--- src/rtl/sdrx_pkg.sv ---
// Shared types, codes and the CRC16 helper for the SD SPI response receiver.
package sdrx_pkg;

    // Default bounds and block sizes
    localparam int R1_POLL_MAX_DEF          = 16;
    localparam int SHORT_TOKEN_POLL_MAX_DEF = 64;
    localparam int BLOCK_TOKEN_POLL_MAX_DEF = 255;
    localparam int SHORT_BLOCK_BYTES_DEF    = 16;
    localparam int BLOCK_BYTES_DEF          = 512;

    // Link bytes
    localparam logic [7:0] IDLE_BYTE   = 8'hFF;
    localparam logic [7:0] START_TOKEN = 8'hFE;

    // Configuration port
    localparam int          CFG_IDX_W       = 1;
    localparam int          CFG_DATA_W      = 8;
    localparam logic [CFG_IDX_W-1:0] CFG_R1_LIMIT    = 1'b0;
    localparam logic [CFG_IDX_W-1:0] CFG_TOKEN_LIMIT = 1'b1;
    localparam logic [7:0]  R1_LIMIT_RST    = 8'd8;
    localparam logic [7:0]  TOKEN_LIMIT_RST = 8'd64;

    // Request kinds
    localparam logic REQ_START = 1'b0;
    localparam logic REQ_BYTE  = 1'b1;

    typedef enum logic [1:0] {
        MODE_R1    = 2'd0,
        MODE_WORD  = 2'd1,
        MODE_SHORT = 2'd2,
        MODE_BLOCK = 2'd3
    } t_rx_mode;

    typedef enum logic [2:0] {
        ST_OK     = 3'd0,
        ST_BOUND  = 3'd1,
        ST_IO     = 3'd2,
        ST_RTIME  = 3'd3,
        ST_RINV   = 3'd4,
        ST_TTIME  = 3'd5,
        ST_TINV   = 3'd6,
        ST_CRC    = 3'd7
    } t_status;

    typedef enum logic [6:0] {
        PH_IDLE   = 7'b0000001,
        PH_R1     = 7'b0000010,
        PH_WORD   = 7'b0000100,
        PH_TOKEN  = 7'b0001000,
        PH_DATA   = 7'b0010000,
        PH_CRC_HI = 7'b0100000,
        PH_CRC_LO = 7'b1000000
    } t_phase;

    typedef struct packed {
        logic        data_valid;
        logic [7:0]  data_byte;
        logic        done_res;
        t_status     status;
        logic [7:0]  r1_value;
        logic [31:0] word_value;
        logic [15:0] received_crc;
    } t_result;

    // CRC16-CCITT, poly 0x1021, one byte folded in MSB first
    function automatic logic [15:0] crc16_byte(input logic [15:0] crc, input logic [7:0] b);
        logic [15:0] c;
        c = crc ^ {b, 8'h00};
        for (int i = 0; i < 8; i++) begin
            if (c[15]) begin
                c = {c[14:0], 1'b0} ^ 16'h1021;
            end else begin
                c = {c[14:0], 1'b0};
            end
        end
        return c;
    endfunction

endpackage

--- src/rtl/sdrx_in_if.sv ---
// Request channel: start items and received link bytes.
interface sdrx_in_if;
    logic       valid;
    logic       ready;
    logic       req_type;
    logic [1:0] rx_mode;
    logic [7:0] rx_byte;
    logic       read_failed;

    modport source (output valid, output req_type, output rx_mode, output rx_byte,
                    output read_failed, input ready);
    modport sink   (input valid, input req_type, input rx_mode, input rx_byte,
                    input read_failed, output ready);
endinterface

--- src/rtl/sdrx_out_if.sv ---
// Result channel: streamed payload bytes and end-of-transaction status.
interface sdrx_out_if;
    logic        valid;
    logic        ready;
    logic        data_valid;
    logic [7:0]  data_byte;
    logic        done_res;
    logic [2:0]  status;
    logic [7:0]  r1_value;
    logic [31:0] word_value;
    logic [15:0] received_crc;

    modport source (output valid, output data_valid, output data_byte, output done_res,
                    output status, output r1_value, output word_value,
                    output received_crc, input ready);
    modport sink   (input valid, input data_valid, input data_byte, input done_res,
                    input status, input r1_value, input word_value,
                    input received_crc, output ready);
endinterface

--- src/rtl/sd_spi_response_receiver_unit.sv ---
// Top level of the SD card SPI-mode response and data block receiver.
//
// Every accepted item returns exactly one result item, loaded into and held in the
// output register. The unit takes one item per clock: all decoding, the poll
// counters and the bytewise CRC16 update sit between the state registers and
// the output register, so i_in.ready is low only while a result is held in the
// output register and o_out.ready is low. A start item (req_type 0) opens an R1,
// trailing-word, short-block or block transaction; byte items advance it. In the
// block modes each payload byte comes out with data_valid set as it arrives;
// the final result (done_res 1) carries the status, and payload already sent
// must be dropped when that status is not ok. A start while busy drops the
// running transaction. Poll limits are written through the i_cfg port
// (index 0: R1 limit, index 1: token limit) while no item is in flight.
module sd_spi_response_receiver_unit
    import sdrx_pkg::*;
#(
    parameter int R1_POLL_MAX          = R1_POLL_MAX_DEF,
    parameter int SHORT_TOKEN_POLL_MAX = SHORT_TOKEN_POLL_MAX_DEF,
    parameter int BLOCK_TOKEN_POLL_MAX = BLOCK_TOKEN_POLL_MAX_DEF,
    parameter int SHORT_BLOCK_BYTES    = SHORT_BLOCK_BYTES_DEF,
    parameter int BLOCK_BYTES          = BLOCK_BYTES_DEF
) (
    input  logic                  i_clk,
    input  logic                  i_rst_n,
    input  logic                  i_cfg_we,
    input  logic [CFG_IDX_W-1:0]  i_cfg_idx,
    input  logic [CFG_DATA_W-1:0] i_cfg_data,
    sdrx_in_if.sink               i_in,
    sdrx_out_if.source            o_out
);

    localparam int MAX_BLK = (BLOCK_BYTES > SHORT_BLOCK_BYTES) ? BLOCK_BYTES
                                                               : SHORT_BLOCK_BYTES;
    localparam int CNT_W   = $clog2(MAX_BLK);

    localparam logic [CNT_W-1:0] SHORT_LAST  = CNT_W'(SHORT_BLOCK_BYTES - 1);
    localparam logic [CNT_W-1:0] BLOCK_LAST  = CNT_W'(BLOCK_BYTES - 1);
    localparam logic [CNT_W-1:0] WORD_BYTES  = CNT_W'(4);
    localparam logic [7:0]       R1_BOUND    = 8'(R1_POLL_MAX);
    localparam logic [7:0]       SHORT_BOUND = 8'(SHORT_TOKEN_POLL_MAX);
    localparam logic [7:0]       BLOCK_BOUND = 8'(BLOCK_TOKEN_POLL_MAX);

    // Configuration registers
    logic [7:0] r_r1_limit;
    logic [7:0] r_token_limit;

    // Transaction state
    t_phase          r_phase,   n_phase;
    t_rx_mode        r_mode,    n_mode;
    logic [7:0]      r_poll,    n_poll;
    logic [CNT_W-1:0] r_cnt,    n_cnt;
    logic [15:0]     r_crc,     n_crc;
    logic [31:0]     r_word,    n_word;
    logic [7:0]      r_crc_hi,  n_crc_hi;

    // Output register
    logic    r_out_valid;
    t_result r_res, n_res;

    logic             in_acc;
    logic [7:0]       poll_inc;
    logic [7:0]       tok_bound;
    logic [15:0]      rx_crc;
    logic [CNT_W-1:0] blk_last;
    t_rx_mode         req_mode;

    assign i_in.ready = !r_out_valid || o_out.ready;
    assign in_acc     = i_in.valid && i_in.ready;

    assign poll_inc  = r_poll + 8'd1;
    assign rx_crc    = {r_crc_hi, i_in.rx_byte};
    assign blk_last  = (r_mode == MODE_SHORT) ? SHORT_LAST : BLOCK_LAST;
    assign req_mode  = t_rx_mode'(i_in.rx_mode);
    assign tok_bound = (req_mode == MODE_SHORT) ? SHORT_BOUND : BLOCK_BOUND;

    // Decode one item: next state and its result
    always_comb begin
        n_phase  = r_phase;
        n_mode   = r_mode;
        n_poll   = r_poll;
        n_cnt    = r_cnt;
        n_crc    = r_crc;
        n_word   = r_word;
        n_crc_hi = r_crc_hi;

        n_res              = '0;
        n_res.status       = ST_OK;
        n_res.r1_value     = IDLE_BYTE;

        if (i_in.req_type == REQ_START) begin
            n_mode   = req_mode;
            n_poll   = '0;
            n_cnt    = '0;
            n_crc    = '0;
            n_word   = '0;
            n_crc_hi = '0;
            case (req_mode)
                MODE_R1: begin
                    if (r_r1_limit == 8'd0 || r_r1_limit > R1_BOUND) begin
                        n_res.done_res = 1'b1;
                        n_res.status   = ST_BOUND;
                        n_phase        = PH_IDLE;
                    end else begin
                        n_phase = PH_R1;
                    end
                end
                MODE_WORD: begin
                    n_phase = PH_WORD;
                end
                default: begin
                    if (r_token_limit == 8'd0 || r_token_limit > tok_bound) begin
                        n_res.done_res = 1'b1;
                        n_res.status   = ST_BOUND;
                        n_phase        = PH_IDLE;
                    end else begin
                        n_phase = PH_TOKEN;
                    end
                end
            endcase
        end else if (r_phase != PH_IDLE) begin
            if (i_in.read_failed) begin
                // end any active phase on a failed read
                n_res.done_res = 1'b1;
                n_res.status   = ST_IO;
                if (r_phase == PH_WORD) begin
                    n_res.word_value = r_word;
                end
                n_phase = PH_IDLE;
            end else begin
                case (r_phase)
                    PH_R1: begin
                        if (i_in.rx_byte == IDLE_BYTE) begin
                            n_poll = poll_inc;
                            if (poll_inc == 8'd0 || poll_inc >= r_r1_limit) begin
                                n_res.done_res = 1'b1;
                                n_res.status   = ST_RTIME;
                                n_phase        = PH_IDLE;
                            end
                        end else if (i_in.rx_byte[7]) begin
                            n_res.done_res = 1'b1;
                            n_res.status   = ST_RINV;
                            n_phase        = PH_IDLE;
                        end else begin
                            n_res.done_res = 1'b1;
                            n_res.r1_value = i_in.rx_byte;
                            n_phase        = PH_IDLE;
                        end
                    end
                    PH_WORD: begin
                        n_word = {r_word[23:0], i_in.rx_byte};
                        n_cnt  = r_cnt + CNT_W'(1);
                        if (n_cnt >= WORD_BYTES) begin
                            n_res.done_res   = 1'b1;
                            n_res.word_value = n_word;
                            n_phase          = PH_IDLE;
                        end
                    end
                    PH_TOKEN: begin
                        if (i_in.rx_byte == START_TOKEN) begin
                            n_phase = PH_DATA;
                            n_cnt   = '0;
                            n_crc   = '0;
                        end else if (i_in.rx_byte != IDLE_BYTE) begin
                            n_res.done_res = 1'b1;
                            n_res.status   = ST_TINV;
                            n_phase        = PH_IDLE;
                        end else begin
                            n_poll = poll_inc;
                            if (poll_inc == 8'd0 || poll_inc >= r_token_limit) begin
                                n_res.done_res = 1'b1;
                                n_res.status   = ST_TTIME;
                                n_phase        = PH_IDLE;
                            end
                        end
                    end
                    PH_DATA: begin
                        // stream the payload byte and fold it into the CRC
                        n_res.data_valid = 1'b1;
                        n_res.data_byte  = i_in.rx_byte;
                        n_crc            = crc16_byte(r_crc, i_in.rx_byte);
                        if (r_cnt == blk_last) begin
                            n_phase = PH_CRC_HI;
                            n_cnt   = '0;
                        end else begin
                            n_cnt = r_cnt + CNT_W'(1);
                        end
                    end
                    PH_CRC_HI: begin
                        n_crc_hi = i_in.rx_byte;
                        n_phase  = PH_CRC_LO;
                    end
                    PH_CRC_LO: begin
                        n_res.done_res     = 1'b1;
                        n_res.status       = (rx_crc == r_crc) ? ST_OK : ST_CRC;
                        n_res.received_crc = rx_crc;
                        n_phase            = PH_IDLE;
                    end
                    default: begin
                        n_phase = PH_IDLE;
                    end
                endcase
            end
        end
    end

    // Configuration writes
    always_ff @(posedge i_clk) begin
        if (!i_rst_n) begin
            r_r1_limit    <= R1_LIMIT_RST;
            r_token_limit <= TOKEN_LIMIT_RST;
        end else if (i_cfg_we) begin
            case (i_cfg_idx)
                CFG_R1_LIMIT:    r_r1_limit    <= i_cfg_data;
                CFG_TOKEN_LIMIT: r_token_limit <= i_cfg_data;
                default: ;
            endcase
        end
    end

    // Advance transaction state on each accepted item
    always_ff @(posedge i_clk) begin
        if (!i_rst_n) begin
            r_phase  <= PH_IDLE;
            r_mode   <= MODE_R1;
            r_poll   <= '0;
            r_cnt    <= '0;
            r_crc    <= '0;
            r_word   <= '0;
            r_crc_hi <= '0;
        end else if (in_acc) begin
            r_phase  <= n_phase;
            r_mode   <= n_mode;
            r_poll   <= n_poll;
            r_cnt    <= n_cnt;
            r_crc    <= n_crc;
            r_word   <= n_word;
            r_crc_hi <= n_crc_hi;
        end
    end

    // Hold the result until the sink takes it
    always_ff @(posedge i_clk) begin
        if (!i_rst_n) begin
            r_out_valid <= 1'b0;
        end else if (in_acc) begin
            r_out_valid <= 1'b1;
        end else if (o_out.ready) begin
            r_out_valid <= 1'b0;
        end
    end

    always_ff @(posedge i_clk) begin
        if (in_acc) begin
            r_res <= n_res;
        end
    end

    assign o_out.valid        = r_out_valid;
    assign o_out.data_valid   = r_res.data_valid;
    assign o_out.data_byte    = r_res.data_byte;
    assign o_out.done_res     = r_res.done_res;
    assign o_out.status       = r_res.status;
    assign o_out.r1_value     = r_res.r1_value;
    assign o_out.word_value   = r_res.word_value;
    assign o_out.received_crc = r_res.received_crc;

    // A payload byte taken in the data phase comes out as streamed data
    a_data_streams: assert property (@(posedge i_clk) disable iff (!i_rst_n)
        (in_acc && i_in.req_type == REQ_BYTE && !i_in.read_failed && r_phase == PH_DATA)
        |=> (r_out_valid && r_res.data_valid && !r_res.done_res))
        else $error("payload byte not streamed");

    // A finishing item leaves the unit idle
    a_done_idle: assert property (@(posedge i_clk) disable iff (!i_rst_n)
        (in_acc && n_res.done_res) |=> (r_phase == PH_IDLE))
        else $error("transaction end did not return to idle");

    // A non-final result always reports ok status
    a_status_final: assert property (@(posedge i_clk) disable iff (!i_rst_n)
        (r_out_valid && !r_res.done_res) |-> (r_res.status == ST_OK))
        else $error("status set on a non-final result");

    // The payload counter stays inside the block
    a_cnt_range: assert property (@(posedge i_clk) disable iff (!i_rst_n)
        (r_phase == PH_DATA) |-> (r_cnt <= blk_last))
        else $error("payload counter past end of block");

endmodule

--- src/flat_wrapper.sv ---
// flat-port wrapper written by rule: the top's interface ports become plain ports
module sd_spi_response_receiver_unit_flat import sdrx_pkg::*;
#(
    parameter int R1_POLL_MAX          = R1_POLL_MAX_DEF,
    parameter int SHORT_TOKEN_POLL_MAX = SHORT_TOKEN_POLL_MAX_DEF,
    parameter int BLOCK_TOKEN_POLL_MAX = BLOCK_TOKEN_POLL_MAX_DEF,
    parameter int SHORT_BLOCK_BYTES    = SHORT_BLOCK_BYTES_DEF,
    parameter int BLOCK_BYTES          = BLOCK_BYTES_DEF
)
  (i_clk, i_rst_n, i_cfg_we, i_cfg_idx, i_cfg_data, i_in_valid, i_in_req_type, i_in_rx_mode, i_in_rx_byte, i_in_read_failed, i_in_ready, o_out_valid, o_out_data_valid, o_out_data_byte, o_out_done_res, o_out_status, o_out_r1_value, o_out_word_value, o_out_received_crc, o_out_ready);
  sdrx_in_if i_in_i ();
  sdrx_out_if o_out_i ();
  input  logic i_clk;
  input  logic i_rst_n;
  input  logic i_cfg_we;
  input  logic [CFG_IDX_W-1:0] i_cfg_idx;
  input  logic [CFG_DATA_W-1:0] i_cfg_data;
  input wire logic [$bits(i_in_i.valid)-1:0] i_in_valid;
  input wire logic [$bits(i_in_i.req_type)-1:0] i_in_req_type;
  input wire logic [$bits(i_in_i.rx_mode)-1:0] i_in_rx_mode;
  input wire logic [$bits(i_in_i.rx_byte)-1:0] i_in_rx_byte;
  input wire logic [$bits(i_in_i.read_failed)-1:0] i_in_read_failed;
  output wire logic [$bits(i_in_i.ready)-1:0] i_in_ready;
  output wire logic [$bits(o_out_i.valid)-1:0] o_out_valid;
  output wire logic [$bits(o_out_i.data_valid)-1:0] o_out_data_valid;
  output wire logic [$bits(o_out_i.data_byte)-1:0] o_out_data_byte;
  output wire logic [$bits(o_out_i.done_res)-1:0] o_out_done_res;
  output wire logic [$bits(o_out_i.status)-1:0] o_out_status;
  output wire logic [$bits(o_out_i.r1_value)-1:0] o_out_r1_value;
  output wire logic [$bits(o_out_i.word_value)-1:0] o_out_word_value;
  output wire logic [$bits(o_out_i.received_crc)-1:0] o_out_received_crc;
  input wire logic [$bits(o_out_i.ready)-1:0] o_out_ready;
  assign i_in_i.valid = i_in_valid;
  assign i_in_i.req_type = i_in_req_type;
  assign i_in_i.rx_mode = i_in_rx_mode;
  assign i_in_i.rx_byte = i_in_rx_byte;
  assign i_in_i.read_failed = i_in_read_failed;
  assign i_in_ready = i_in_i.ready;
  assign o_out_valid = o_out_i.valid;
  assign o_out_data_valid = o_out_i.data_valid;
  assign o_out_data_byte = o_out_i.data_byte;
  assign o_out_done_res = o_out_i.done_res;
  assign o_out_status = o_out_i.status;
  assign o_out_r1_value = o_out_i.r1_value;
  assign o_out_word_value = o_out_i.word_value;
  assign o_out_received_crc = o_out_i.received_crc;
  assign o_out_i.ready = o_out_ready;
  sd_spi_response_receiver_unit #(.R1_POLL_MAX(R1_POLL_MAX), .SHORT_TOKEN_POLL_MAX(SHORT_TOKEN_POLL_MAX), .BLOCK_TOKEN_POLL_MAX(BLOCK_TOKEN_POLL_MAX), .SHORT_BLOCK_BYTES(SHORT_BLOCK_BYTES), .BLOCK_BYTES(BLOCK_BYTES)) u_core (.i_clk(i_clk), .i_rst_n(i_rst_n), .i_cfg_we(i_cfg_we), .i_cfg_idx(i_cfg_idx), .i_cfg_data(i_cfg_data), .i_in(i_in_i), .o_out(o_out_i));
endmodule
--- config.mk ---
export PLATFORM = sky130hd
export DESIGN_NAME = sd_spi_response_receiver_unit_flat
export DESIGN_NICKNAME = d
export VERILOG_FILES = /design/src/rtl/sdrx_pkg.sv /design/src/rtl/sdrx_in_if.sv /design/src/rtl/sdrx_out_if.sv /design/src/rtl/sd_spi_response_receiver_unit.sv /design/src/flat_wrapper.sv
export SDC_FILE = /design/constraint.sdc
export NUM_CORES = 1
export LEC_CHECK = 0
export ABC_AREA = 1
export BUFFER_PORTS_ARGS = -buffer_cell sky130_fd_sc_hd__buf_2
export CAP_MARGIN = 20
export CORE_MARGIN = 5
export CORE_UTILIZATION = 60
export CTS_CLUSTER_DIAMETER = 80
export DETAILED_ROUTE_END_ITERATION = 6
export PLACE_DENSITY = 0.82
export SYNTH_ARGS = -nofsm -noshare
export SYNTH_HDL_FRONTEND = slang
export SYNTH_SLANG_ARGS = --single-unit
--- constraint.sdc ---
create_clock -name i_clk -period 16.2 [get_ports i_clk]
set_clock_uncertainty 0.05 [all_clocks]
set_input_delay 1.62 -clock i_clk [delete_from_list [all_inputs] [get_ports i_clk]]
set_output_delay 1.62 -clock i_clk [all_outputs]
set_load 0.005 [all_outputs]
### Yosys cells after proc, flatten, opt, wreduce, memory -nomap -nowiden

Index checks and enable logic that the tools add are counted.

* add/subtract/negate cells: 2
* magnitude comparators: 5
* eq/ne operators: 30
* mux-type cells: 107
* bitwise logic cells: 15
* reduce and logical (&&, ||, !) cells: 27

Operators by type and width (count)
* 16-bit two-way mux: 34
* 32-bit two-way mux: 8
* 8-bit two-way mux: 15
* 13-bit two-way mux: 8
* 7-bit two-way mux: 10
* 9-bit two-way mux: 7
* 60-bit two-way mux: 1
* 4-bit two-way mux: 10
* 7-bit case mux with 5 select lines: 1
* 16-bit case mux with 2 select lines: 1
* 9-bit case mux with 3 select lines: 1
* 8-bit zero test: 3
* 3-bit NOT: 8
* 16-bit == test: 1
* 8-bit == test (second input constant): 2
* 8-bit greater-or-equal comparator: 2
* 8-bit case mux with 2 select lines: 1
* 16-bit bitwise XOR: 1
* 7-bit case mux with 2 select lines: 1
* 5-bit AND reduction: 2
* 9-bit by 1-bit adder with 9-bit output (second input constant): 1
* 9-bit == test: 1
* 9-bit by 3-bit greater-or-equal comparator with 1-bit output (second input constant): 1
* 3-bit case mux with 3 select lines: 1
* 42 further kinds: 65

* flip-flop bits (word level): 168
* input bits: 26
* output and inout bits: 71
* word-level logic and storage cells: 204

### Depth between registers and ports, before layout

Gate-level depths: netlist of run 1.

* depth after elaboration: 49
* gate-level depth with buffers: 20
* mapped depth without buffers: 19

### Worst setup path before layout of run 1

No wires, ideal clock.

* kind: input -> register
* from: input i_in_valid
* to: register u_core.r_word[1]
* setup time: 0.120 ns
* data arrival time: 6.686 ns
* required time: 16.030 ns
* path slack: 9.344 ns
* stages: 10
* path buffers: 1
* path through: inv_1 a21oi_1 nand2_1 nand2_1 o21ai_2 a21oi_4 inv_2 buf_2 o21ai_1 a21oi_1

* longest elaborated chain between the ends: 2

Ends and longest elaborated chain
* start: declaration: RTL line flat_wrapper.sv:18 `input wire logic [$bits(i_in_i.valid)-1:0] i_in_valid;`
* 1-bit logical AND: RTL line sd_spi_response_receiver_unit.sv:68 `assign in_acc = i_in.valid && i_in.ready;`
* net u_core.in_acc: RTL line sd_spi_response_receiver_unit.sv:60 `logic in_acc;`
* 4-bit AND reduction (no line)
* end signal: assignment: RTL line sd_spi_response_receiver_unit.sv:236 `r_word <= n_word;`
* end: declaration: RTL line sd_spi_response_receiver_unit.sv:53 `logic [31:0] r_word, n_word;`

The timed path passes the listed nets, and every way through them passes these cells.
A chain may end at the register's enable or synchronous reset.

### Worst setup path after layout of run 1

* from: input o_out_ready
* to: register u_core.r_crc[10]

* longest elaborated chain between the ends: 3

Ends and longest elaborated chain
* start: declaration: RTL line flat_wrapper.sv:32 `input wire logic [$bits(o_out_i.ready)-1:0] o_out_ready;`
* 1-bit logical OR: RTL line sd_spi_response_receiver_unit.sv:67 `assign i_in.ready = !r_out_valid || o_out.ready;`
* 1-bit logical AND: RTL line sd_spi_response_receiver_unit.sv:68
* net u_core.in_acc: RTL line sd_spi_response_receiver_unit.sv:60
* 5-bit AND reduction (no line)
* end signal: assignment: RTL line sd_spi_response_receiver_unit.sv:235 `r_crc <= n_crc;`
* end: declaration: RTL line sd_spi_response_receiver_unit.sv:52 `logic [15:0] r_crc, n_crc;`

The timed path passes the listed nets, and every way through them passes these cells.

==> results of run 1 <==
## flip-flops by register name, indices dropped and copies added (netlist names), 9 cells and up
register                   cells
u_core.o_out.received_crc     16
u_core.o_out.word_value       32
u_core.r_cnt                   9
u_core.r_crc                  16
u_core.r_word                 32
## power groups by stage
stage / clock network (uW) / logic (uW) / registers (uW)
global route: 390 / 135 / 473
global placement: 0 / 116 / 479
floorplan: 0 / 84.5 / 480
finish: 369 / 122 / 471
detailed placement: 0 / 120 / 480
CTS: 369 / 121 / 471
## cells by family (layout without fill, tap and decap cells)
logic type	count (synthesis)	in the layout	share of synthesized area (%)
xor+xnor	36	36	3.680
simple gates	445	445	23.85
fa+ha+maj	26	26	3.797
flops	168	168	47.32
compound gates	209	209	13.55
buf+inv	162	249	7.799
## metal layers
layer,GRT usage (%),up-vias
met3,5.647,53
met1,32.47,3470
met5,0,-
li1,-,3630
met2,44.09,337
met4,10.39,0
## worst max path at each step
stage           startpoint                            end  slack [ns]  cells after the start
2_1_floorplan   i_in_valid  u_core.r_word[1]$_SDFFE_PN0P_        9.34                     10
3_3_place_gp   o_out_ready  u_core.r_crc[11]$_SDFFE_PN0P_       11.78                      9
3_5_place_dp   o_out_ready  u_core.r_word[2]$_SDFFE_PN0P_       11.63                     11
4_1_cts        o_out_ready  u_core.r_crc[10]$_SDFFE_PN0P_       12.06                      9
5_1_grt        o_out_ready  u_core.r_crc[11]$_SDFFE_PN0P_       11.78                      9
6_report       o_out_ready  u_core.r_crc[10]$_SDFFE_PN0P_       11.97                      9
## critical path, stage by stage
cell and delay [ns]:
buf_2 0.07, inv_1 0.06, a21oi_4 0.11, buf_4 0.68, nand2_1 0.20, o21ai_2 0.76
nand3_2 0.52, a22oi_1 0.34, nor2_1 0.06
## layout by cell type (no fill, tap or decap), types with 3 or more instances in the layout
cell / count
o21ai_1: 5
inv_2: 6
dfxtp_1: 99
nand2_2: 3
ha_1: 26
buf_4: 3
nand4_1: 18
o21ai_0: 49
a21oi_1: 118
inv_1: 112
nor2_1: 100
clkinvlp_4: 3
a22oi_1: 3
o31ai_1: 7
inv_6: 3
a21oi_4: 3
edfxtp_1: 69
a211oi_1: 9
nor2_4: 16
o21ai_2: 4
nand3_1: 80
xnor2_1: 25
buf_2: 96
xor2_1: 11
nand2_1: 205
clkbuf_16: 17
nor3_1: 6
clkinv_1: 3
nor4_1: 4
o2111ai_1: 3
## area by class of cell
| class | instances | area share (%) |
|---|---|---|
| Timing Repair Buffer | 99 | 5.235 |
| Clock buffer | 18 | 4.467 |
| Multi-Input combinational cell | 716 | 40.14 |
| Tap cell | 180 | 2.344 |
| Sequential cell | 168 | 42.19 |
| Clock inverter | 14 | 1.016 |
| Inverter | 118 | 4.610 |
## per-stage QoR
| stage | hold slack (ns) | setup slack (ns) | util (%) | cells |
|---|---|---|---|---|
| 3_5_place_dp | 0.4027 | 11.63 | 65.17 | 1281 |
| 4_1_cts | 0.4129 | 12.06 | 68.95 | 1313 |
| 2_1_floorplan | 0.3901 | 9.344 | - | 1046 |
| 5_1_grt | 0.4437 | 11.78 | 68.95 | 1313 |
| 6_report | 0.4113 | 11.97 | 68.95 | 1313 |
| 3_3_place_gp | 0.3991 | 11.78 | 65.17 | 1281 |
==> impl_results.md, run 1 <==
- Outcome: completed
- Reg2Reg Depth: 7
- Vias per inst: around 5.7
- Hpwl dp: between 10000 and 15000 um
- Comb power frac: 12.7%
- Post CTS Setup Buffer Count: 0
- Asr flop ratio synth: 0%
- CTS sink count: 168
- Initial Utilization: 61.48%
- Post-CTS Resized: 0
- Port bufs: 96
- Ys flop type: dfxtp_1
- HP Class: reg2reg
- Crit path launch type: input port
- Root Buffer: clkbuf_16
- HP Start: u_core.r_word[14]$_SDFFE_PN0P_
- Wire per inst: ~16 um
- Setup-failing EPs final: 0
- Detailed Routing Iterations Pass 1: 6
- Worst skew pair latency: roughly 0.43 ns
- H-tree depth: 4
- Crit Path Class: in2reg
- IO Pins: 97
- Clk buf depth: 2
- Arrival time at the worst endpoint: 4.49 ns
- Fin crit share: between 20% and 30%
- Peak supply drop: around 0.064 mV
- Vias: ~7500
- Hold-fix buffers, CTS: 0
- Rel. slew slack: around 29%
- Avg Cell Area, Syn: 8.190 sq um
- Max_cap viols: 0
- R2R Path End: u_core.r_crc[10]$_SDFFE_PN0P_
- Power per cell area: 100.1 nW/um^2
- Synth top area cells: edfxtp_1 (24%), dfxtp_1 (23%), nand2_1 (9.0%)
- Worst setup EP type: register
- First-pass GRT wire length: approximately 34000 um
- Pint: 692.3 uW
- Leakage: about 0.0038 uW
- Sequential share of power: between 40% and 50%
- Synth unique cells: 44
- Clock slew at reported path FFs: about 0.070 ns
- CP required: approximately 16 ns
- Total track usage: a little over a quarter
- Multi-input gate area: 3856 sq um
- Die Y: 129.5 um
- Gpl congestion: about 0.89
- Pwr Total: ~960 uW
- Minimum clock period: roughly 4.2 ns
- Yosys top cell area share: between 20% and 30%
- Initial antenna violation count: 0
- Setup TNS: 0 ns
- Fmax achieved: 0.2366 GHz
- CTS Buf Count: 17
- Top sig layer: met4
- Detailed Route WL: ~21000 um
- Fin. Hold Viols: 0
- Slew Viols, Final: 0
- FILL cells: between 1000 and 1500
- CTS tree: built
- Synth warn: 0
- Die width: about 130 um
- 1st-iter DRT viols: around 800
- R2r setup slk: 12.93 ns
- Reg area: ~4100 sq um
- Syn Nets: ~1100
- Final nets: approximately 1200
- Total met2 wirelength after detailed routing: roughly 10000 um
- Die ar.: around 17000 sq um
- Worst slew pin tran: between 1 and 1.5 ns
- Post-synth EDFFs: slightly below 70
- Grt total ovfl: 0
- Largest net degree at the start of global routing: 72
- Synth top cells by count: nand2_1 (205), a21oi_1 (119), inv_1 (112), nor2_1 (100), dfxtp_1 (99)
- Area growth syn-to-layout: 12.15%
- Vias in the first global route: around 7000
- Design area: 9608 sq um
- Post-Syn Instances: 1046
- Switch Pwr: about 270 uW
- Critical-path maximum fanout: 71
- RSZ-0062 raised after global routing: no
- Cell Rows: 43
- Post-synth top area cell: edfxtp_1
- DRC errors left: 0
- Power share of the clock group: about two fifths
- Share of post-route cells with drive strength above 1: ~15%
- Hold depth: 2
- WHS Endpoint: u_core.r_word[14]$_SDFFE_PN0P_
- R2R Path Start: u_core.o_out.valid$_SDFFE_PN0P_
- Routed Antenna Nets: 0
- Synthesized area: ~8600 sq um
- Sw frac: between 20 and 30%
- Core area: roughly 14000 sq um
- Sequential fraction of the synthesis area: a little under half
- Count leader, synth: nand2_1
- Met3 WL: around 1600 um
- Wire length on met1: a little under 9000 um
- Area after DPL: slightly above 9000 sq um
- Ant. Diodes: 0
- FF+latch count, synth: approximately 170
No activity file was read; power rests on OpenSTA's default activity.
==> run 2: changes to the inputs <==
--- a/config.mk
+++ b/config.mk
@@ -9,10 +9,10 @@
 export BUFFER_PORTS_ARGS = -buffer_cell sky130_fd_sc_hd__buf_2
 export CAP_MARGIN = 20
 export CORE_MARGIN = 5
-export CORE_UTILIZATION = 60
+export CORE_UTILIZATION = 59
 export CTS_CLUSTER_DIAMETER = 80
 export DETAILED_ROUTE_END_ITERATION = 6
-export PLACE_DENSITY = 0.82
+export PLACE_DENSITY = 0.8
 export SYNTH_ARGS = -nofsm -noshare
 export SYNTH_HDL_FRONTEND = slang
 export SYNTH_SLANG_ARGS = --single-unit
==> constraint.sdc (replaced) <==
create_clock -name i_clk -period 4.3 [get_ports i_clk]
set_clock_uncertainty 0.05 [all_clocks]
set_input_delay 0.43 -clock i_clk [delete_from_list [all_inputs] [get_ports i_clk]]
set_output_delay 0.43 -clock i_clk [all_outputs]
set_load 0.005 [all_outputs]
==> impl_results.md, run 2 (same netlist as run 1, synthesis figures left out) <==
- Outcome: completed
- Fin. Hold Viols: 0 (unchanged)
- Worst setup EP type: register
- Worst slew pin tran: 0.7937 ns (-0.2680 ns)
- Max_cap viols: 0 (unchanged)
- Critical-path maximum fanout: 30 (-58%)
- Core area: 14370 sq um (+3.1%)
- CTS sink count: 168 (unchanged)
- Vias per inst: 5.645 (-1.0%)
- Die ar.: 17030 sq um (+1.6%)
- Fmax achieved: between 0.3 and 0.4 GHz
- Die width: 130.5 um (+0.78%)
- DRC errors left: 0 (unchanged)
- Initial Utilization: 59.62% (-1.9 points)
- IO Pins: 97 (unchanged)
- CP Cell Sequence: inv_1, nand3_1, nor4_4, inv_2, a21oi_4, inv_2, o21ai_1, a21oi_1
- Share of post-route cells with drive strength above 1: 15.32% (+0.49 points)
- Area growth syn-to-layout: 13.20%
- Post CTS Setup Buffer Count: 0 (unchanged)
- Clock slew at reported path FFs: 0.07 ns (about the same)
- Ant. Diodes: 0 (unchanged)
- Hold-fix buffers, CTS: 0 (unchanged)
- Largest net degree at the start of global routing: 66 (-8.3%)
- Vias: 7451 (-0.52%)
- Most frequent cell on the critical path: inv_2
- Area after DPL: 9109 sq um (+0.30%)
- Worst stage delay on the critical path: 0.54 ns (-0.22 ns)
- Pwr Total: 3763 uW (+290%)
- First-pass GRT wire length: 34380 um (-0.20%)
- Routed Antenna Nets: 0 (unchanged)
- Multi-input gate area: 3856 sq um (unchanged)
- Power per cell area: 388.1 nW/um^2 (+290%)
- Rel. slew slack: 47.09% (+18 points)
- Root Buffer: clkbuf_16
- Crit path launch type: register
- Reg area: 4054 sq um (unchanged)
- Bufs and invs on worst path: 3 (unchanged)
- Fin crit share: between 60 and 70%
- 1st-iter DRT viols: 727 (-8.8%)
- Minimum clock period: approximately 3 ns
- RSZ-0062 raised after global routing: no
- Fin worst setup slack: 1.301 ns (-10.67 ns)
- Family with the most delay on the worst path: buffers and inverters
- Detailed Routing Iterations Pass 1: 5 (-1)
- Total track usage: 25.36% (-0.65 points)
- HP Class: in2reg
- Hpwl dp: 14680 um (+0.86%)
- Critical path origin: u_core.r_phase[4]$_SDFFE_PN0P_
- H-tree depth: 4 (unchanged)
- R2R Path Start: u_core.r_phase[4]$_SDFFE_PN0P_
- Cell Rows: 44 (+2.3%)
- Most common cell after layout, fill and taps aside: nand2_1
- Placed cells: 1288 (+0.55%)
- Leading cell types in the layout, fill and taps excluded: nand2_1 (205), a21oi_1 (118), inv_1 (112)
- HP Start: i_cfg_data[3]
- Initial antenna violation count: 1 (+1)
- Layout Cells excl Fill: 1320 (+0.53%)
- Peak supply drop: 0.2566 mV (+300%)
- Vias in the first global route: 7199 (+3.3%)
- Design area: 9698 sq um (+0.94%)
- R2r setup slk: 1.30 ns (-11.63 ns)
- Post-CTS Resized: 0 (unchanged)
- Setup TNS: 0 ns (unchanged)
- Slew Viols, Final: 0 (unchanged)
- Die Y: 130.5 um (+0.78%)
- Worst skew pair latency: 0.43 ns (about the same)
- Clk buf depth: 2 (unchanged)
- Leakage: 0.003808 uW (+1.3%)
- CTS tree: built
- Wire per inst: 15.99 um (-1.8%)
- Arrival time at the worst endpoint: 3.24 ns (-1.25 ns)
- CP required: 4.54 ns (-11.92 ns)
- Crit Path Class: reg2reg
- CTS Buf Count: 17 (unchanged)
- FILL cells: 1166 (+5.7%)
- Port bufs: 96 (unchanged)
- Detailed Route WL: 21100 um (-1.2%)
- Gpl congestion: 0.9313 (+5.2%)
- Slowest stage cell on the critical path: nor4_4
- Final nets: 1175 (+0.26%)
- Setup-failing EPs final: 0 (unchanged)
- Grt total ovfl: 0 (unchanged)
- Pre-CTS setup slack: 1.360 ns (-10.27 ns)
## run 2: power by group
part	switching (uW)	internal (uW)
registers	41.8	1730
clock network	659	868
logic	325	138
total	1030	2740
## run 2: final cells by class
type                       instances  area share, %
clock buffer                      17          4.387
clock inverter                    15          1.690
inverter                         118          4.567
multi-input combinational        716          39.76
sequential                       168          41.80
tap                              184          2.374
timing repair buffer             102          5.419
## run 2: stage by stage
stage	hold WS, ns	util (%)
global placement	0.3978	63.39
detailed placement	0.4022	63.39
CTS	0.1680	67.49
global route	0.1860	67.49
finish	0.1771	67.49
floorplan	0.3901	-
## run 2: metal layers
metal / up-vias / global-route usage [%] / routed length, um / part of all wire, %
li1: 3646 / - / - / -
met1: 3413 / 30.83 / 8273 / 39
met2: 326 / 42.96 / 10260 / 49
met3: 64 / 5.203 / 1635 / 7.7
met4: 2 / 12.46 / 925 / 4.4
met5: - / 0 / 7 / 0.033
## run 2: final timing paths
path | depth (start not counted) | end
setup / recovery | 8 | u_core.r_word[4]$_SDFFE_PN0P_
setup reg to reg | 8 | u_core.r_word[4]$_SDFFE_PN0P_
hold / removal | 3 | u_core.r_r1_limit[3]$_SDFFE_PN1P_
hold reg to reg | 2 | u_core.r_word[15]$_SDFFE_PN0P_
## run 2: worst min-delay path: stages
cell	delay, ns
buf_2	0.08
nand2_1	0.04
o211ai_1	0.06
==> run 3: changes to the inputs <==
--- a/config.mk
+++ b/config.mk
@@ -5,14 +5,14 @@
 export SDC_FILE = /design/constraint.sdc
 export NUM_CORES = 1
 export LEC_CHECK = 0
-export ABC_AREA = 1
+export ABC_AREA = 0
 export BUFFER_PORTS_ARGS = -buffer_cell sky130_fd_sc_hd__buf_2
 export CAP_MARGIN = 20
 export CORE_MARGIN = 5
-export CORE_UTILIZATION = 59
+export CORE_UTILIZATION = 53
 export CTS_CLUSTER_DIAMETER = 80
 export DETAILED_ROUTE_END_ITERATION = 6
-export PLACE_DENSITY = 0.8
+export PLACE_DENSITY = 0.76
 export SYNTH_ARGS = -nofsm -noshare
 export SYNTH_HDL_FRONTEND = slang
 export SYNTH_SLANG_ARGS = --single-unit
==> constraint.sdc (replaced) <==
create_clock -name i_clk -period 2.6 [get_ports i_clk]
set_clock_uncertainty 0.05 [all_clocks]
set_input_delay 0.26 -clock i_clk [delete_from_list [all_inputs] [get_ports i_clk]]
set_output_delay 0.26 -clock i_clk [all_outputs]
set_load 0.005 [all_outputs]
==> impl_results.md, run 3 <==
- Outcome: finished, violations left
- Failing checks: negative setup slack
- Die Y: 135.9 um (+4.1%)
- R2R Path End: u_core.r_phase[0]$_SDFFE_PN1P_
- Cell Rows: 46 (+4.5%)
- Layout Utilization: 65.70% (-1.8 points)
- WHS Endpoint: u_core.r_r1_limit[2]$_SDFFE_PN0P_
- HP Start: i_cfg_data[2]
- Port bufs: 96 (unchanged)
- Initial antenna violation count: 0 (-1)
- Pint: 4583 uW (+67%)
- Fin crit share: 102.3% (+33 points)
- RSZ-0062 raised after global routing: yes
- Largest net degree at the start of global routing: 70 (+6.1%)
- Synth top area cells: edfxtp_1 (25%), dfxtp_1 (24%), nand2_1 (5.4%)
- Asr flop ratio synth: 0% (unchanged)
- First-pass GRT wire length: 33150 um (-3.6%)
- FILL cells: 1272 (+9.1%)
- Final nets: 1076 (-8.4%)
- Switch Pwr: 1383 uW (+35%)
- Clock slew at reported path FFs: 0.07 ns (about the same)
- Worst slew pin tran: 0.5408 ns (-0.2528 ns)
- Area growth syn-to-layout: 22.89%
- Root Buffer: clkbuf_16
- Sequential fraction of the synthesis area: 48.26% (+0.94 points)
- Die width: 135.9 um (+4.1%)
- Worst skew pair latency: 0.43 ns (about the same)
- Minimum clock period: 2.659 ns (-0.3407 ns)
- Power share of the clock group: 43.8% (+3.2 points)
- Hold-fix buffers, CTS: 0 (unchanged)
- Synthesized area: 8401 sq um (-1.9%)
- Reg area: 4059 sq um (+0.12%)
- Vias: 7182 (-3.6%)
- Synth top cells by count: nand2_1 (121), dfxtp_1 (99), edfxtp_1 (69), nand3_1 (58), a21oi_1 (50)
- CTS Buf Count: 17 (unchanged)
- Count leader, synth: nand2_1
- Synth unique cells: 63 (+43%)
- Detailed Routing Iterations Pass 1: 5 (unchanged)
- Worst setup EP type: register
- Total met2 wirelength after detailed routing: 10010 um (-2.5%)
- Most common cell after layout, fill and taps aside: nand2_1
- Synth warn: 0 (unchanged)
- R2R Path Start: u_core.r_poll[3]$_SDFFE_PN0P_
- Total track usage: 22.48% (-2.9 points)
- Crit Path Class: reg2reg
- Ys flop type: dfxtp_1
- Fin worst setup slack: -0.05863 ns (-1.359 ns)
- Die ar.: 18470 sq um (+8.4%)
- Arrival time at the worst endpoint: 2.90 ns (-0.34 ns)
- IO Pins: 97 (unchanged)
- Post-synth top area cell: edfxtp_1
- Core area: 15710 sq um (+9.4%)
- Hold depth: 3 (unchanged)
- Ant. Diodes: 0 (unchanged)
- Multi-input gate area: 4155 sq um (+7.8%)
- CP required: 2.84 ns (-1.70 ns)
- Power per cell area: 577.8 nW/um^2 (+49%)
- Vias per inst: 5.732 (+1.5%)
- Vias in the first global route: 6600 (-8.3%)
- Met3 WL: 1304 um (-20%)
- Slew Viols, Final: 0 (unchanged)
- Peak supply drop: 0.4871 mV (+90%)
- Wire per inst: 16.66 um (+4.2%)
- Avg Cell Area, Syn: 9.418 sq um (+15%)
- Fin. Hold Viols: 0 (unchanged)
- Post-synth EDFFs: 69 (unchanged)
- 1st-iter DRT viols: 613 (-16%)
- Critical-path maximum fanout: 5 (-83%)
- HP Class: in2reg
- Comb power frac: 8.6% (-3.7 points)
- Reg2Reg Depth: 12 (+4)
- Share of post-route cells with drive strength above 1: 23.63% (+8.3 points)
- Setup-failing EPs final: 5 (+5)
- Leakage: 0.003749 uW (-1.5%)
- Final hold slack: 0.03514 ns (-0.1420 ns)
- Routed Antenna Nets: 0 (unchanged)
- FF+latch count, synth: 168 (unchanged)
- DRC errors left: 0 (unchanged)
- Detailed Route WL: 20870 um (-1.1%)
- Initial Utilization: 53.46% (-6.2 points)
- CTS sink count: 168 (unchanged)
- Top sig layer: met4
- Post-Syn Instances: 892 (-15%)
- H-tree depth: 4 (unchanged)
- Hpwl dp: 14360 um (-2.2%)
- Sw frac: 23.18% (-4.1 points)
- Pre-CTS setup slack: -0.1386 ns (-1.498 ns)
- Yosys top cell area share: 24.66% (+0.48 points)
- Syn Nets: 944 (-14%)
- Wire length on met1: 9136 um (+10%)
- Crit path launch type: register
- Fmax achieved: 0.3761 GHz (+13%)
- Rel. slew slack: 63.94% (+17 points)
- Grt total ovfl: 0 (unchanged)
- Max_cap viols: 0 (unchanged)
- Leading cell types in the layout, fill and taps excluded: nand2_1 (120), buf_2 (96), dfxtp_1 (95)
- CTS tree: built
- Sequential share of power: 47.6% (+0.5 points)
- Gpl congestion: 0.9037 (-3.0%)
- R2r setup slk: -0.06 ns (-1.36 ns)
- Clk buf depth: 2 (unchanged)
==> run 3: changes by cell type in the layout (fill, tap and decap cells not counted), sizes merged, moves of 11 or more <==
| cell | change |
|---|---|
| nand2 | -86 |
| inv | -100 |
| a22oi | +39 |
| nor2 | -90 |
| nand2b | +12 |
| buf | +67 |
| o21ai | -24 |
| a21oi | -71 |
| nand3 | -24 |
| a21boi | +29 |
| nor2b | +45 |
| and2 | +34 |
| xnor2 | +11 |
==> run 3: cell families after synthesis <==
kind of cell             count (synthesis)  synth area share (%)
AND/OR/NAND/NOR                        366                 22.43
AO/OA/AOI/OAI                          200                 16.22
flip-flops                             168                 48.26
buffers and inverters                   82                 3.977
XOR/XNOR                                48                 5.004
adder cells (fa/ha/maj)                 26                 3.872
multiplexers                             2                0.2383
==> run 3: routing by layer <==
| metal | vias up | track usage (%) |
|---|---|---|
| met5 | - | 0 |
| met1 | 3438 | 29.72 |
| met2 | 250 | 37.28 |
| met4 | 0 | 7.839 |
| met3 | 39 | 4.145 |
| li1 | 3455 | - |
==> run 3: how the worst max path moves through the flow <==
stage	from	end	slack [ns]	depth (start not counted)
2_1_floorplan	u_core.r_poll[0]$_SDFFE_PN0P_	u_core.r_phase[0]$_SDFFE_PN1P_	0.03	11
3_3_place_gp	u_core.r_poll[3]$_SDFFE_PN0P_	u_core.r_phase[0]$_SDFFE_PN1P_	-0.08	12
3_5_place_dp	u_core.r_poll[2]$_SDFFE_PN0P_	u_core.r_phase[0]$_SDFFE_PN1P_	-0.14	12
4_1_cts	u_core.r_poll[2]$_SDFFE_PN0P_	u_core.r_phase[0]$_SDFFE_PN1P_	-0.003	12
5_1_grt	u_core.r_poll[3]$_SDFFE_PN0P_	u_core.r_phase[0]$_SDFFE_PN1P_	-0.22	12
6_report	u_core.r_poll[3]$_SDFFE_PN0P_	u_core.r_phase[0]$_SDFFE_PN1P_	-0.06	12
==> run 3: cell type report <==
cell class / instances / area share (%)
multi-input combinational: 642 / 40.25
sequential: 168 / 39.32
timing repair buffer: 169 / 10.93
clock buffer: 21 / 4.472
tap: 216 / 2.618
clock inverter: 11 / 1.430
inverter: 26 / 0.9817
==> run 3: per-stage QoR <==
step | power (uW) | area [sq um] | TNS [ns] | cells
finish | 5965 | 10320 | -0.1698 | 1253
global route | 6152 | 10320 | -1.483 | 1253
CTS | 5982 | 10260 | -0.003060 | 1252
detailed placement | 3393 | 9542 | -0.8812 | 1216
global placement | 3382 | 9542 | -0.2947 | 1216
floorplan | 3187 | 8417 | 0 | 892
==> run 3: worst max-delay path, stage by stage, from the launching register on <==
cell and delay [ns]:
dfxtp_2 0.33, and2_4 0.15, nand4_1 0.12, nor2_1 0.14
xor2_1 0.27, ha_1 0.19, nand4_1 0.13, nor2_2 0.18
a2111oi_2 0.09, o21a_1 0.22, o31a_4 0.31, nor2_4 0.18
a41oi_1 0.13
==> run 3: timing repair <==
| item | CTS | global route |
|---|---|---|
| buffers inserted | 4 | 1 |
| pin swaps | 8 | 4 |
| endpoints found under the setup margin | 15 | 33 |
| resized for setup | 21 | 12 |
==> run 3: power groups by stage <==
stage / clock (uW) / sequential [uW] / combinational (uW)
finish: 2610 / 2840 / 513
global route: 2750 / 2850 / 559
CTS: 2640 / 2840 / 503
detailed placement: 0 / 2900 / 493
global placement: 0 / 2900 / 484
floorplan: 0 / 2900 / 286
